==> src/hdl/i2cms_pkg.sv <==
package i2cms_pkg;

  // Store geometry.
  localparam int BUF_DEPTH = 16;
  localparam int BUF_AW    = $clog2(BUF_DEPTH);
  localparam int CNT_W     = 5;
  localparam logic [CNT_W-1:0] CNT_MAX = '1;

  // Control register bit masks.
  localparam logic [5:0] BIT_AA  = 6'h04;
  localparam logic [5:0] BIT_SI  = 6'h08;
  localparam logic [5:0] BIT_STO = 6'h10;
  localparam logic [5:0] BIT_STA = 6'h20;

  // Interface status codes with their own handling. Everything else
  // (no-ack codes, bus error) takes the abort path.
  localparam logic [7:0] ST_START       = 8'h08;
  localparam logic [7:0] ST_RESTART     = 8'h10;
  localparam logic [7:0] ST_ADDR_W_ACK  = 8'h18;
  localparam logic [7:0] ST_DATA_W_ACK  = 8'h28;
  localparam logic [7:0] ST_ARB_LOST    = 8'h38;
  localparam logic [7:0] ST_ADDR_R_ACK  = 8'h40;
  localparam logic [7:0] ST_DATA_R_ACK  = 8'h50;
  localparam logic [7:0] ST_DATA_R_NACK = 8'h58;

  // Register indexes on the configuration port.
  localparam logic [1:0] REG_SLAVE_ADDR = 2'd0;
  localparam logic [1:0] REG_XFER_LEN   = 2'd1;
  localparam logic [1:0] REG_REP_START  = 2'd2;

  typedef enum logic [1:0] {
    KIND_STATUS = 2'd0,
    KIND_LOAD   = 2'd1,
    KIND_READ   = 2'd2,
    KIND_BEGIN  = 2'd3
  } kind_e;

  typedef struct packed {
    kind_e      kind;
    logic [7:0] status_code;
    logic [7:0] data_byte;
    logic [3:0] index;
  } item_t;

  typedef struct packed {
    logic [7:0]       slave_address_rw;
    logic [CNT_W-1:0] transfer_length;
    logic             repeat_start;
  } cfg_t;

  typedef struct packed {
    logic [5:0] ctrl_set;
    logic [5:0] ctrl_clear;
    logic       send_valid;
    logic [7:0] send_byte;
    logic       transfer_done;
    logic [7:0] read_byte;
  } result_t;

  typedef struct packed {
    logic [CNT_W-1:0] byte_count;
    logic             tx_we;
    logic             rx_we;
  } upd_t;

endpackage

==> src/hdl/i2cms_decode.sv <==
module i2cms_decode
  import i2cms_pkg::*;
(
  input  item_t            item_i,
  input  cfg_t             cfg_i,
  input  logic [CNT_W-1:0] byte_count_i,
  input  logic [7:0]       tx_rd_i,
  input  logic [7:0]       rx_rd_i,
  output result_t          result_o,
  output upd_t             upd_o
);

  logic [CNT_W-1:0] cnt_inc;
  logic [CNT_W-1:0] cnt_rx;
  logic             cnt_in_buf;
  logic             idx_in_buf;
  logic             cnt_lt_len;
  logic             more_to_read;
  logic [7:0]       next_tx;

  always_comb begin
    cnt_inc      = (byte_count_i == CNT_MAX) ? byte_count_i : byte_count_i + 1'b1;
    cnt_rx       = (item_i.status_code == ST_DATA_R_ACK) ? cnt_inc : byte_count_i;
    cnt_in_buf   = 32'(byte_count_i) < BUF_DEPTH;
    idx_in_buf   = 32'(item_i.index) < BUF_DEPTH;
    cnt_lt_len   = byte_count_i < cfg_i.transfer_length;
    more_to_read = ({1'b0, cnt_rx} + 6'd1) < {1'b0, cfg_i.transfer_length};
    next_tx      = cnt_in_buf ? tx_rd_i : 8'h00;
  end

  always_comb begin
    result_o       = '0;
    upd_o          = '0;
    upd_o.byte_count = byte_count_i;

    case (item_i.kind)
      KIND_LOAD: begin
        upd_o.tx_we = idx_in_buf;
      end
      KIND_READ: begin
        result_o.read_byte = idx_in_buf ? rx_rd_i : 8'h00;
      end
      KIND_BEGIN: begin
        upd_o.byte_count  = '0;
        result_o.ctrl_set = BIT_STA;
      end
      default: begin
        case (item_i.status_code)
          ST_START: begin
            result_o.send_valid = 1'b1;
            result_o.send_byte  = cfg_i.slave_address_rw;
            result_o.ctrl_set   = BIT_AA;
            result_o.ctrl_clear = BIT_SI;
          end
          ST_RESTART: begin
            result_o.send_valid = 1'b1;
            result_o.send_byte  = cfg_i.slave_address_rw;
            result_o.ctrl_clear = BIT_STA | BIT_SI;
          end
          ST_ADDR_W_ACK: begin
            if (cnt_lt_len) begin
              result_o.send_valid = 1'b1;
              result_o.send_byte  = next_tx;
              result_o.ctrl_set   = BIT_AA;
              result_o.ctrl_clear = BIT_STA | BIT_SI;
              upd_o.byte_count    = cnt_inc;
            end
          end
          ST_DATA_W_ACK: begin
            result_o.ctrl_clear = BIT_SI;
            if (byte_count_i == cfg_i.transfer_length) begin
              result_o.ctrl_set      = cfg_i.repeat_start ? BIT_AA : (BIT_AA | BIT_STO);
              result_o.ctrl_clear    = BIT_SI | BIT_STA;
              result_o.transfer_done = 1'b1;
            end else if (cnt_lt_len) begin
              result_o.send_valid = 1'b1;
              result_o.send_byte  = next_tx;
              result_o.ctrl_clear = BIT_SI | BIT_STA;
              upd_o.byte_count    = cnt_inc;
            end
          end
          ST_ARB_LOST: begin
            result_o.ctrl_set   = BIT_STA | BIT_AA;
            result_o.ctrl_clear = BIT_SI;
          end
          ST_ADDR_R_ACK, ST_DATA_R_ACK: begin
            // A data byte with ack stores, advances and then continues as
            // the address-acknowledged case with the updated count.
            upd_o.rx_we      = (item_i.status_code == ST_DATA_R_ACK) && cnt_in_buf;
            upd_o.byte_count = cnt_rx;
            if (more_to_read) begin
              result_o.ctrl_set   = BIT_AA;
              result_o.ctrl_clear = BIT_STA | BIT_SI;
            end else begin
              result_o.ctrl_clear = BIT_STA | BIT_AA | BIT_SI;
            end
          end
          ST_DATA_R_NACK: begin
            upd_o.rx_we            = cnt_in_buf;
            upd_o.byte_count       = cnt_inc;
            result_o.ctrl_set      = BIT_STO | BIT_AA;
            result_o.ctrl_clear    = BIT_SI;
            result_o.transfer_done = 1'b1;
          end
          default: begin
            result_o.ctrl_set      = BIT_STO | BIT_AA;
            result_o.ctrl_clear    = BIT_SI;
            result_o.transfer_done = 1'b1;
          end
        endcase
      end
    endcase
  end

endmodule

==> src/hdl/i2c_master_status_sequencer_core.sv <==
// I2C master status sequencer.
// Words arrive on the s_axis channel: tuser carries the kind (status event,
// load transmit byte, read receive byte, begin transfer) and tdata carries
// the status code, the bus or transmit byte and the store index. For each
// accepted word exactly one result word leaves on m_axis with the control
// set and clear masks, the byte to send, the done flag and the read byte.
// The user must write the configuration (slave address with R/W, transfer
// length, repeat start) over the APB port only while no word is in flight;
// the block itself does not enforce this.
// An accepted word is held in the input register; the decode, the
// counter update and the store write happen on the edge that moves it into
// the output register, which shows the result. A new word is taken every
// cycle while m_axis_tready is high, so the sustained rate is one word per
// clock. The decode and the 16-entry flip-flop stores are all that lie
// between the two registers.
// Reset clears the byte counter, the configuration and both valid flags.
// The transmit and receive stores are not cleared. When m_axis_tready is
// low the output word holds, the input register fills, and s_axis_tready
// drops until the output is taken; no word is lost or repeated.
module i2c_master_status_sequencer_core
  import i2cms_pkg::*;
(
  input  logic        clk_i,
  input  logic        rst_ni,
  // Input stream.
  input  logic        s_axis_tvalid,
  output logic        s_axis_tready,
  // [7:0] status_code, [15:8] data_byte, [19:16] index, [23:20] zero
  input  logic [23:0] s_axis_tdata,
  // [1:0] kind
  input  logic [1:0]  s_axis_tuser,
  // Result stream.
  output logic        m_axis_tvalid,
  input  logic        m_axis_tready,
  // [5:0] ctrl_set, [11:6] ctrl_clear, [12] send_valid, [20:13] send_byte,
  // [21] transfer_done, [29:22] read_byte, [31:30] zero
  output logic [31:0] m_axis_tdata,
  // Configuration port.
  input  logic        psel,
  input  logic        penable,
  input  logic        pwrite,
  input  logic [3:0]  paddr,
  input  logic [31:0] pwdata,
  output logic [31:0] prdata,
  output logic        pready
);

  cfg_t             cfg_q;
  logic             in_valid_q;
  item_t            in_item_q;
  logic             out_valid_q;
  result_t          out_q;
  logic [CNT_W-1:0] byte_count_q;

  logic [7:0] tx_store [BUF_DEPTH];
  logic [7:0] rx_store [BUF_DEPTH];

  logic    advance;
  logic    commit;
  logic    cfg_wr;
  result_t result;
  upd_t    upd;
  logic [7:0] tx_rd;
  logic [7:0] rx_rd;

  assign pready = 1'b1;
  assign cfg_wr = psel & penable & pwrite;

  always_ff @(posedge clk_i or negedge rst_ni) begin
    if (!rst_ni) begin
      cfg_q <= '0;
    end else if (cfg_wr) begin
      case (paddr[3:2])
        REG_SLAVE_ADDR: cfg_q.slave_address_rw <= pwdata[7:0];
        REG_XFER_LEN:   cfg_q.transfer_length  <= pwdata[CNT_W-1:0];
        REG_REP_START:  cfg_q.repeat_start     <= pwdata[0];
        default: ;
      endcase
    end
  end

  always_comb begin
    case (paddr[3:2])
      REG_SLAVE_ADDR: prdata = {24'h0, cfg_q.slave_address_rw};
      REG_XFER_LEN:   prdata = {{(32-CNT_W){1'b0}}, cfg_q.transfer_length};
      REG_REP_START:  prdata = {31'h0, cfg_q.repeat_start};
      default:        prdata = '0;
    endcase
  end

  // The output register takes a new word whenever it is empty or being
  // drained; the input register refills in the same cycle.
  assign advance       = !out_valid_q || m_axis_tready;
  assign commit        = advance && in_valid_q;
  assign s_axis_tready = !in_valid_q || advance;

  always_ff @(posedge clk_i or negedge rst_ni) begin
    if (!rst_ni) begin
      in_valid_q <= 1'b0;
    end else if (s_axis_tready) begin
      in_valid_q <= s_axis_tvalid;
    end
  end

  always_ff @(posedge clk_i) begin
    if (s_axis_tready && s_axis_tvalid) begin
      in_item_q.kind        <= kind_e'(s_axis_tuser);
      in_item_q.status_code <= s_axis_tdata[7:0];
      in_item_q.data_byte   <= s_axis_tdata[15:8];
      in_item_q.index       <= s_axis_tdata[19:16];
    end
  end

  // Store reads: the transmit side follows the byte counter, the receive
  // side follows the item's index. Out-of-range cases are masked in decode.
  assign tx_rd = tx_store[BUF_AW'(byte_count_q)];
  assign rx_rd = rx_store[BUF_AW'(in_item_q.index)];

  i2cms_decode u_decode (
    .item_i       (in_item_q),
    .cfg_i        (cfg_q),
    .byte_count_i (byte_count_q),
    .tx_rd_i      (tx_rd),
    .rx_rd_i      (rx_rd),
    .result_o     (result),
    .upd_o        (upd)
  );

  always_ff @(posedge clk_i or negedge rst_ni) begin
    if (!rst_ni) begin
      byte_count_q <= '0;
      out_valid_q  <= 1'b0;
    end else begin
      if (commit) begin
        byte_count_q <= upd.byte_count;
      end
      if (advance) begin
        out_valid_q <= in_valid_q;
      end
    end
  end

  always_ff @(posedge clk_i) begin
    if (commit) begin
      out_q <= result;
    end
  end

  always_ff @(posedge clk_i) begin
    if (commit && upd.tx_we) begin
      tx_store[BUF_AW'(in_item_q.index)] <= in_item_q.data_byte;
    end
    if (commit && upd.rx_we) begin
      rx_store[BUF_AW'(byte_count_q)] <= in_item_q.data_byte;
    end
  end

  assign m_axis_tvalid = out_valid_q;
  assign m_axis_tdata  = {2'b00, out_q.read_byte, out_q.transfer_done, out_q.send_byte,
                          out_q.send_valid, out_q.ctrl_clear, out_q.ctrl_set};

endmodule

==> config.mk <==
export PLATFORM = sky130hd
export DESIGN_NAME = i2c_master_status_sequencer_core
export DESIGN_NICKNAME = d
export VERILOG_FILES = /design/src/hdl/i2cms_pkg.sv /design/src/hdl/i2cms_decode.sv /design/src/hdl/i2c_master_status_sequencer_core.sv
export SDC_FILE = /design/constraint.sdc
export NUM_CORES = 1
export LEC_CHECK = 0
export BUFFER_PORTS_ARGS = -buffer_cell sky130_fd_sc_hd__buf_2
export CAP_MARGIN = 20
export CORE_MARGIN = 1
export CORE_UTILIZATION = 53
export DETAILED_ROUTE_END_ITERATION = 10
export GPL_ROUTABILITY_DRIVEN = 0
export PLACE_DENSITY = 0.76
export SLEW_MARGIN = 20
export SYNTH_ARGS = -nofsm -noshare
export SYNTH_HDL_FRONTEND = slang
export SYNTH_SLANG_ARGS = --single-unit
==> constraint.sdc <==
create_clock -name clk_i -period 3.33 [get_ports clk_i]
set_input_delay 0.333 -clock clk_i [delete_from_list [all_inputs] [get_ports clk_i]]
set_output_delay 0.333 -clock clk_i [all_outputs]
set_load 0.02 [all_outputs]
==> results of run 1 <==
==> cells in the mapped netlist, types with 6 or more instances <==
master and count:
edfxtp_1 302, mux4_2 80, nor2_1 35, buf_4 33, nand2_1 23, dfrtp_1 21, inv_1 21, ha_1 19
clkbuf_1 17, nand3_1 14, nor3_1 13, and2_1 12, mux2_2 12, o21ai_0 10, mux2i_1 9, o2bb2ai_1 8
buf_2 7, a21oi_1 6, nor3b_1 6
==> layout make-up <==
cell class              instances  area (um2)  share of cell area (%)
flip-flops and latches        323        9600                    60.5
multi-input cells             353        3630                    22.9
repair buffers                155        1130                    7.11
clock buffers                  40         810                    5.10
well taps                     330         413                    2.60
clock inverters                18         199                    1.25
inverters                      22        82.6                   0.521
diodes                          1        2.50                  0.0158
==> worst max-delay path, stage by stage (launching register included) <==
cell     delay, ps
dfrtp_2        460
ha_1           240
nand4_1        100
nand4_1        100
buf_4          180
mux2_4         300
ha_1           220
nor3b_1        150
xnor2_1        150
ha_1           320
a21oi_2         60
and3b_1        170
a22oi_1        320
o32ai_1        120
==> flip-flops by register name, summed over array words and instances, names as in the netlist <==
name,count
rx_store,128
in_item_q,22
cfg_q,14
tx_store,128
in_valid_q,1
m_axis_tdata,24
byte_count_q,5
m_axis_tvalid,1
==> timing repair <==
action,4_1_cts,5_1_grt
hold buffers,25,0
gates resized for setup,0,5
setup endpoints to repair,0,2
hold endpoints to repair,45,0
setup buffers,0,2
==> per-stage QoR <==
step	util (%)	cell area, um2	std cells
3_3_place_gp	57.6	14500	1150
5_1_grt	63.2	15900	1242
4_1_cts	62.6	15700	1233
2_1_floorplan	-	13600	759
6_report	63.2	15900	1242
3_5_place_dp	57.6	14500	1150
==> path summary, 6_finish.rpt <==
kind	start	end	slack [ps]	cells past startpoint
setup / recovery	byte_count_q[0]	m_axis_tdata[2]	180	13
hold / removal	pwdata[1]	cfg_q[2]	10	3
setup reg to reg	byte_count_q[0]	m_axis_tdata[2]	180	13
hold reg to reg	cfg_q[13]	cfg_q[13]	540	1
max in group asynchronous	rst_ni	byte_count_q[0]	2650	2
min in group asynchronous	rst_ni	in_valid_q	290	2
==> power by group through the flow <==
stage,Sequential [W],Combinational (W),Clock (W)
floorplan,0.00476,0.00124,0
global placement,0.00478,0.00167,0
finish,0.00468,0.00180,0.00347
CTS,0.00471,0.00174,0.00351
detailed placement,0.00479,0.00169,0
global route,0.00470,0.00195,0.00367
==> routing by layer <==
| metal | up-vias | part of all wire, % |
|---|---|---|
| li1 | 3179 | - |
| met1 | 3660 | 41 |
| met2 | 362 | 48 |
| met3 | 73 | 7.5 |
| met4 | 0 | 3.2 |
| met5 | - | 0 |
==> kinds of logic after synthesis <==
kind of cell / after synthesis / share of synthesized area [%]
other: 2 / 0.0555
muxes: 101 / 15.0
xor gates and xnor gates: 5 / 0.324
adders and majority gates: 19 / 1.76
DFF: 323 / 70.9
buffers and inverters: 83 / 3.34
and+or+nand+nor: 140 / 5.72
AOI/OAI and AO/OA: 55 / 2.90
==> cell usage in the layout (no fill, tap or decap), types with 10 or more instances in the layout <==
cell type      count
and2_1            12
clkbuf_16         31
nor2_1            35
buf_2             72
inv_1             21
o21ai_0           10
nand2_1           23
nand3_1           14
buf_4             50
mux4_2            80
edfxtp_1         302
nor3_1            13
dfrtp_1           20
conb_1            33
ha_1              19
mux2_2            11
dlygate4sd3_1     25
==> flow_metrics.env, run 1 <==
export IMPL_status="complete, no violations"
export IMPL_synth_flop_cell="edfxtp_1"
export IMPL_cts_root_buf="clkbuf_16"
export IMPL_grt_use_met3_pct=3.75
export IMPL_fillers=1697
export IMPL_leakage_nw=5.60
export IMPL_initial_core_util_pct=53.9
export IMPL_hold_path_class="primary input to register"
export IMPL_synth_area_um2=13500
export IMPL_relSlewSlack_pct=27.6
export IMPL_cts_tree="done"
export IMPL_cp_end_kind="register"
export IMPL_cts_made_buffers=31
export IMPL_gr_usage_met1_pct=31.1
export IMPL_clkTransAtPathRegs_ps=60
export IMPL_dr_first_iter_drc_count=733
export IMPL_core_area_um2=25100
export IMPL_vias_per_cell=5.86
export IMPL_cp_data_arrival_time_ps=3440
export IMPL_drt_total_wl_um=28600
export IMPL_dieArea_um2=26200
export IMPL_clock_path_buffers=3
export IMPL_synth_distinct_cells=62
export IMPL_netlist_top_cells_area="edfxtp_1, mux4_2, dfrtp_1"
export IMPL_route_detailed_drc=0
export IMPL_die_h_um=162
export IMPL_grt_busiest_layer="met2"
export IMPL_synth_warnings=0
export IMPL_grt_max_degree=36
export IMPL_layout_area_overhead_vs_synth_pct=17.3
export IMPL_drtAntennaViolNets=0
export IMPL_power_w=0.00995
export IMPL_fmax_ghz=0.318
export IMPL_worstMarginPinSlew_ps=1090
export IMPL_finClkSkew_ps=22.7
export IMPL_fp_row_count=58
export IMPL_globalRouteMet2Util_pct=36.2
export IMPL_synth_edf_count=302
export IMPL_p_seq_share_pct=47.1
export IMPL_hold_viol_final=0
export IMPL_drive_gt1_share_pct=30.7
export IMPL_finalMaxSlewViolations=0
export IMPL_vias=7274
export IMPL_synth_top_area_share_pct=67.0
export IMPL_grt_overflow=0
export IMPL_p_sw_share_pct=25.5
export IMPL_clock_sinks=323
export IMPL_synthCells=728
export IMPL_comb_power_share_pct=18.0
export IMPL_hpwlAfterDp_um=17800
export IMPL_grt_usage_pct=22.3
export IMPL_required_ps=3620
export IMPL_min_period_ps=3150
export IMPL_synthArstFlopShare_pct=6.50
export IMPL_nNetsFinal=974
export IMPL_grt_pass1_wl_um=43000
export IMPL_power_density_nw_per_um2=627
export IMPL_grt_pass1_vias=7187
export IMPL_wire_per_inst_um=23.1
export IMPL_setup_ws_ps=182
export IMPL_setup_violations=0
export IMPL_cp_start_kind="register"
export IMPL_antenna_found_initial=2
export IMPL_ys_ff_latch=323
export IMPL_p_clk_share_pct=34.9
export IMPL_synth_top_area_cell="edfxtp_1"
export IMPL_rsz0062_at_grt="no"
export IMPL_period_share_pct=94.5
export IMPL_ir_drop_mv=0.567
export IMPL_port_buffers=72
export IMPL_ys_seq_area_share_pct=70.9
export IMPL_dieWidth_um=162
export IMPL_synth_avg_cell_area_um2=18.6
export IMPL_final_setup_tns_ps=0
export IMPL_p_switching_w=0.00254
export IMPL_io_pins=136
export IMPL_place_ws_ps=163
export IMPL_drv_cap=0
export IMPL_htreeDepth=1
export IMPL_path_class="register to register"
export IMPL_insertion_delay_ps=560
export IMPL_p_int_w=0.00741
export IMPL_hold_slack_ps=13.4
export IMPL_cp_max_fo=6
export IMPL_dr_pass1_iters=5
No activity file was read; power rests on OpenSTA's default activity.
==> inputs of run 2 (changes only) <==
Clock period 3.33 ns to 2.8 ns, I/O delays scaled along.
==> run 2 against run 1 <==
Against the previous run: die area unchanged; sequential power up 18%; the run now ends with setup timing left; core utilization up 1.4 points; highest routed layer unchanged; cell area up 2.2%; total power up 25%.
==> flow_metrics.env, run 2 (synthesis gave the netlist of run 1 again) <==
export IMPL_final_cell_mix="edfxtp_1, buf_4, mux4_2, buf_2, clkbuf_16"
export IMPL_period_share_pct=111
export IMPL_min_period_ps=3110
export IMPL_drtAntennaViolNets=0
export IMPL_drive_gt1_share_pct=33.8
export IMPL_setup_ws_ps=-305
export IMPL_finalMaxSlewViolations=0
export IMPL_required_ps=3060
export IMPL_drv_cap=0
export IMPL_cts_root_buf="clkbuf_16"
export IMPL_hold_path_class="primary input to register"
export IMPL_dpl_cell_area_um2=14700
export IMPL_r2r_start="in_item_q[14]"
export IMPL_cts_tree="done"
export IMPL_core_area_um2=25100
export IMPL_hold_viol_final=0
export IMPL_clkTransAtPathRegs_ps=60
export IMPL_hpwlAfterDp_um=18100
export IMPL_grt_usage_pct=22.6
export IMPL_dp_cells=1177
export IMPL_fmax_ghz=0.322
export IMPL_port_buffers=72
export IMPL_insertion_delay_ps=520
export IMPL_power_density_nw_per_um2=765
export IMPL_violations="setup timing"
export IMPL_cp_end_kind="register"
export IMPL_grt_max_degree=37
export IMPL_hold_slack_ps=18.5
export IMPL_place_ws_ps=-275
export IMPL_status="finished with violations"
export IMPL_htreeDepth=2
export IMPL_cp_max_fo=2
export IMPL_wire_per_inst_um=23.0
export IMPL_drt_total_wl_um=29300
export IMPL_dr_first_iter_drc_count=821
export IMPL_clock_path_buffers=3
export IMPL_cts_made_buffers=35
export IMPL_grt_overflow=0
export IMPL_dieArea_um2=26200
export IMPL_clock_sinks=323
export IMPL_die_h_um=162
export IMPL_cp_data_arrival_time_ps=3370
export IMPL_leakage_nw=5.80
export IMPL_dr_pass1_iters=5
export IMPL_route_detailed_drc=0
export IMPL_ff2ff_setup_slack_ps=-310
export IMPL_antenna_cells=0
export IMPL_initial_core_util_pct=53.9
export IMPL_setup_violations=2
export IMPL_vias_per_cell=5.86
export IMPL_finClkSkew_ps=21.8
export IMPL_io_pins=136
export IMPL_final_util_pct=64.6
export IMPL_antenna_found_initial=0
export IMPL_layout_area_overhead_vs_synth_pct=19.8
export IMPL_final_cells=1276
export IMPL_path_class="register to register"
export IMPL_worstMarginPinSlew_ps=1050
export IMPL_grt_pass1_vias=7407
export IMPL_stdcell_area_um2=16200
export IMPL_rsz0062_at_grt="yes"
export IMPL_fp_row_count=58
export IMPL_ir_drop_mv=0.501
export IMPL_cp_start_kind="register"
export IMPL_final_common_cell="edfxtp_1"
export IMPL_dieWidth_um=162
export IMPL_hold_path_startpoint="pwdata[7]"
export IMPL_grt_pass1_wl_um=43600
export IMPL_relSlewSlack_pct=30.1
export IMPL_cp_startpoint="in_item_q[14]"
export IMPL_vias=7472
export IMPL_nNetsFinal=1008
run 2: layout make-up:
cell class | count | area, um2
clock buffer | 41 | 898
sequential | 323 | 9600
fill | 1648 | 8900
multi-input combinational | 353 | 3680
tap | 330 | 413
clock inverter | 22 | 220
inverter | 22 | 82.6
timing repair buffer | 185 | 1320
run 2: layer usage:
metal / global-route usage (%) / share of wire (%) / up-vias / wire length (um)
li1: - / - / 3252 / -
met1: 30.2 / 40 / 3781 / 11600
met2: 37.9 / 50 / 378 / 14700
met3: 3.98 / 7.3 / 61 / 2140
met4: 7.46 / 2.9 / 0 / 850
met5: 0 / 0 / - / 0
run 2: path summary, 6_finish.rpt:
kind                                         to  cells past startpoint
worst max register to register  m_axis_tdata[8]                     12
worst min-delay path                  cfg_q[13]                      2
worst min register to register         cfg_q[6]                      1
min in group asynchronous              cfg_q[0]                      2
max in group asynchronous       byte_count_q[0]                      2
worst max-delay path            m_axis_tdata[8]                     12
run 2: through the flow:
step           total power [W]  setup TNS (ps)
2_1_floorplan          0.00715            -252
3_3_place_gp           0.00775            -365
3_5_place_dp           0.00781            -533
4_1_cts                 0.0124            -468
5_1_grt                 0.0128            -765
6_report                0.0124            -554
run 2: critical path: stages, from the launching register on:
cell      delay, ps
edfxtp_1        430
nor4_4          350
nand4_1         220
buf_4           200
mux2_2          300
nor2_4          130
xnor2_2          90
ha_1            330
a21o_1          170
a21oi_2         140
and3b_1         190
a22oi_2          90
o211a_1         220
run 2: what timing repair did:
item	4_1_cts	5_1_grt
pin swaps	8	9
setup buffers	4	3
endpoints found under the setup margin	2	10
resized for setup	8	6
endpoints found under the hold margin	47	0
hold buffers	27	0
run 2: power breakdown:
| part | leakage, nW | internal [W] | switching, W | total, W |
|---|---|---|---|---|
| Clock | 0.549 | 0.00268 | 0.00180 | 0.00448 |
| Sequential | 3.00 | 0.00543 | 0.0000940 | 0.00552 |
| Combinational | 2.25 | 0.00114 | 0.00125 | 0.00239 |
==> inputs of run 3 (changes only) <==
Settings changed: RECOVER_POWER set to 50.
==> run 3 against run 2 <==
Against the previous run: the flow finishes with violations (capacitance limit, slew limit, setup timing); first-iteration DRC count up 10%; setup slack worse by 8.9 ps; flip-flop and latch count unchanged; register-to-register slack about the same; routed wire length up 0.14%; fmax down 0.29%; core utilization down 0.34 points; die area unchanged; largest cell class unchanged.
==> flow_metrics.env, run 3 (synthesis gave the netlist of run 1 again) <==
export IMPL_nNetsFinal=1008
export IMPL_setup_violations=2
export IMPL_fmax_ghz=0.321
export IMPL_hpwlAfterDp_um=18100
export IMPL_finClkSkew_ps=23.0
export IMPL_clock_path_buffers=3
export IMPL_period_share_pct=111
export IMPL_grt_pass1_wl_um=43600
export IMPL_antenna_cells=0
export IMPL_core_area_um2=25100
export IMPL_layout_area_overhead_vs_synth_pct=19.2
export IMPL_ff2ff_path_depth=12
export IMPL_r2r_start="in_item_q[14]"
export IMPL_p_switching_w=0.00315
export IMPL_drt_total_wl_um=29400
export IMPL_vias=7501
export IMPL_required_ps=3060
export IMPL_dr_pass1_iters=5
export IMPL_min_period_ps=3110
export IMPL_grt_usage_pct=22.6
export IMPL_hold_depth=2
export IMPL_cp_data_arrival_time_ps=3380
export IMPL_final_setup_tns_ps=-563
export IMPL_violations="capacitance limit, slew limit, setup timing"
export IMPL_grt_pass1_vias=7407
export IMPL_leakage_nw=5.68
export IMPL_p_clk_share_pct=36.2
export IMPL_port_buffers=72
export IMPL_finalMaxSlewViolations=132
export IMPL_relSlewSlack_pct=-5.43
export IMPL_insertion_delay_ps=520
export IMPL_antenna_found_initial=0
export IMPL_cts_tree="done"
export IMPL_cts_root_buf="clkbuf_16"
export IMPL_power_w=0.0124
export IMPL_p_seq_share_pct=44.6
export IMPL_setup_ws_ps=-314
export IMPL_dieArea_um2=26200
export IMPL_route_detailed_drc=0
export IMPL_grt_overflow=0
export IMPL_fp_row_count=58
export IMPL_final_cells=1276
export IMPL_cp_start_kind="register"
export IMPL_final_common_cell="edfxtp_1"
export IMPL_drtAntennaViolNets=0
export IMPL_p_sw_share_pct=25.5
export IMPL_dieWidth_um=162
export IMPL_dr_first_iter_drc_count=903
export IMPL_vias_per_cell=5.88
export IMPL_p_int_w=0.00924
export IMPL_clkTransAtPathRegs_ps=60
export IMPL_dp_cells=1177
export IMPL_drive_gt1_share_pct=30.0
export IMPL_drv_cap=4
export IMPL_ff2ff_setup_slack_ps=-310
export IMPL_path_class="register to register"
export IMPL_final_cell_mix="edfxtp_1, mux4_2, buf_4, clkbuf_1, buf_2"
export IMPL_hold_path_class="primary input to register"
export IMPL_clock_sinks=323
export IMPL_rsz0062_at_grt="yes"
export IMPL_power_density_nw_per_um2=769
export IMPL_cp_max_fo=2
export IMPL_cp_end_kind="register"
export IMPL_status="finished with violations"
export IMPL_grt_max_degree=37
export IMPL_cts_made_buffers=35
export IMPL_worstMarginPinSlew_ps=1580
export IMPL_htreeDepth=2
export IMPL_comb_power_share_pct=19.2
export IMPL_die_h_um=162
export IMPL_wire_per_inst_um=23.0
export IMPL_hold_viol_final=0
export IMPL_initial_core_util_pct=53.9
export IMPL_worstHoldEndpoint="cfg_q[13]"
export IMPL_io_pins=136
export IMPL_hold_path_startpoint="pwdata[7]"
export IMPL_r2r_end="m_axis_tdata[8]"
export IMPL_ir_drop_mv=0.500
-- run 3: critical path: stages, from the launching register on --
cell,delay (ps)
edfxtp_1,430
nor4_4,350
nand4_1,220
buf_4,210
mux2_2,300
nor2_4,130
xnor2_2,90
ha_1,330
a21o_1,170
a21oi_2,140
and3b_1,190
a22oi_2,100
o211a_1,220
-- run 3: how the worst max path moves through the flow --
stage | startpoint | endpoint | slack (ps) | depth (start not counted)
floorplan | in_item_q[14] | m_axis_tdata[8] | -150 | 11
global placement | in_item_q[14] | m_axis_tdata[8] | -200 | 12
detailed placement | in_item_q[14] | m_axis_tdata[8] | -270 | 11
CTS | in_item_q[17] | m_axis_tdata[8] | -270 | 11
global route | in_item_q[14] | m_axis_tdata[8] | -420 | 12
finish | in_item_q[14] | m_axis_tdata[8] | -310 | 12
-- run 3: repair_timing --
action,in CTS,in global routing
hold buffers,27,0
gates resized for setup,8,6
hold endpoints to repair,47,0
pin swaps,8,9
setup endpoints to repair,2,10
buffers inserted,4,3
-- run 3: routing by layer --
layer	up-vias	wire [um]	global-route usage, %
met1	3802	11500	30.2
met5	-	0	0
li1	3255	-	-
met4	0	880	7.46
met3	70	2180	3.98
met2	374	14800	37.9
-- run 3: cell type report --
type / count / area [um2]
clock inverter: 22 / 220
timing repair buffer: 185 / 1230
tap: 330 / 413
multi-input combinational: 353 / 3680
sequential: 323 / 9600
clock buffer: 41 / 898
fill: 1675 / 8980
inverter: 22 / 82.6
-- run 3: power by group through the flow --
stage	Combinational (W)	Sequential [W]	Clock [W]
6_report	0.00238	0.00553	0.00449
5_1_grt	0.00256	0.00554	0.00472
4_1_cts	0.00230	0.00554	0.00455
3_5_place_dp	0.00216	0.00564	0
3_3_place_gp	0.00211	0.00564	0
2_1_floorplan	0.00148	0.00567	0
-- run 3: through the flow --
stage / utilization, % / cell area (um2) / setup WS [ps] / hold WS [ps]
after floorplan: - / 13700 / -147 / -15.6
after global placement: 58.4 / 14700 / -198 / 281
after detailed placement: 58.4 / 14700 / -275 / 277
after CTS: 64.2 / 16100 / -272 / 9.72
after global routing: 64.2 / 16100 / -422 / 19.0
final: 64.2 / 16100 / -314 / 17.6
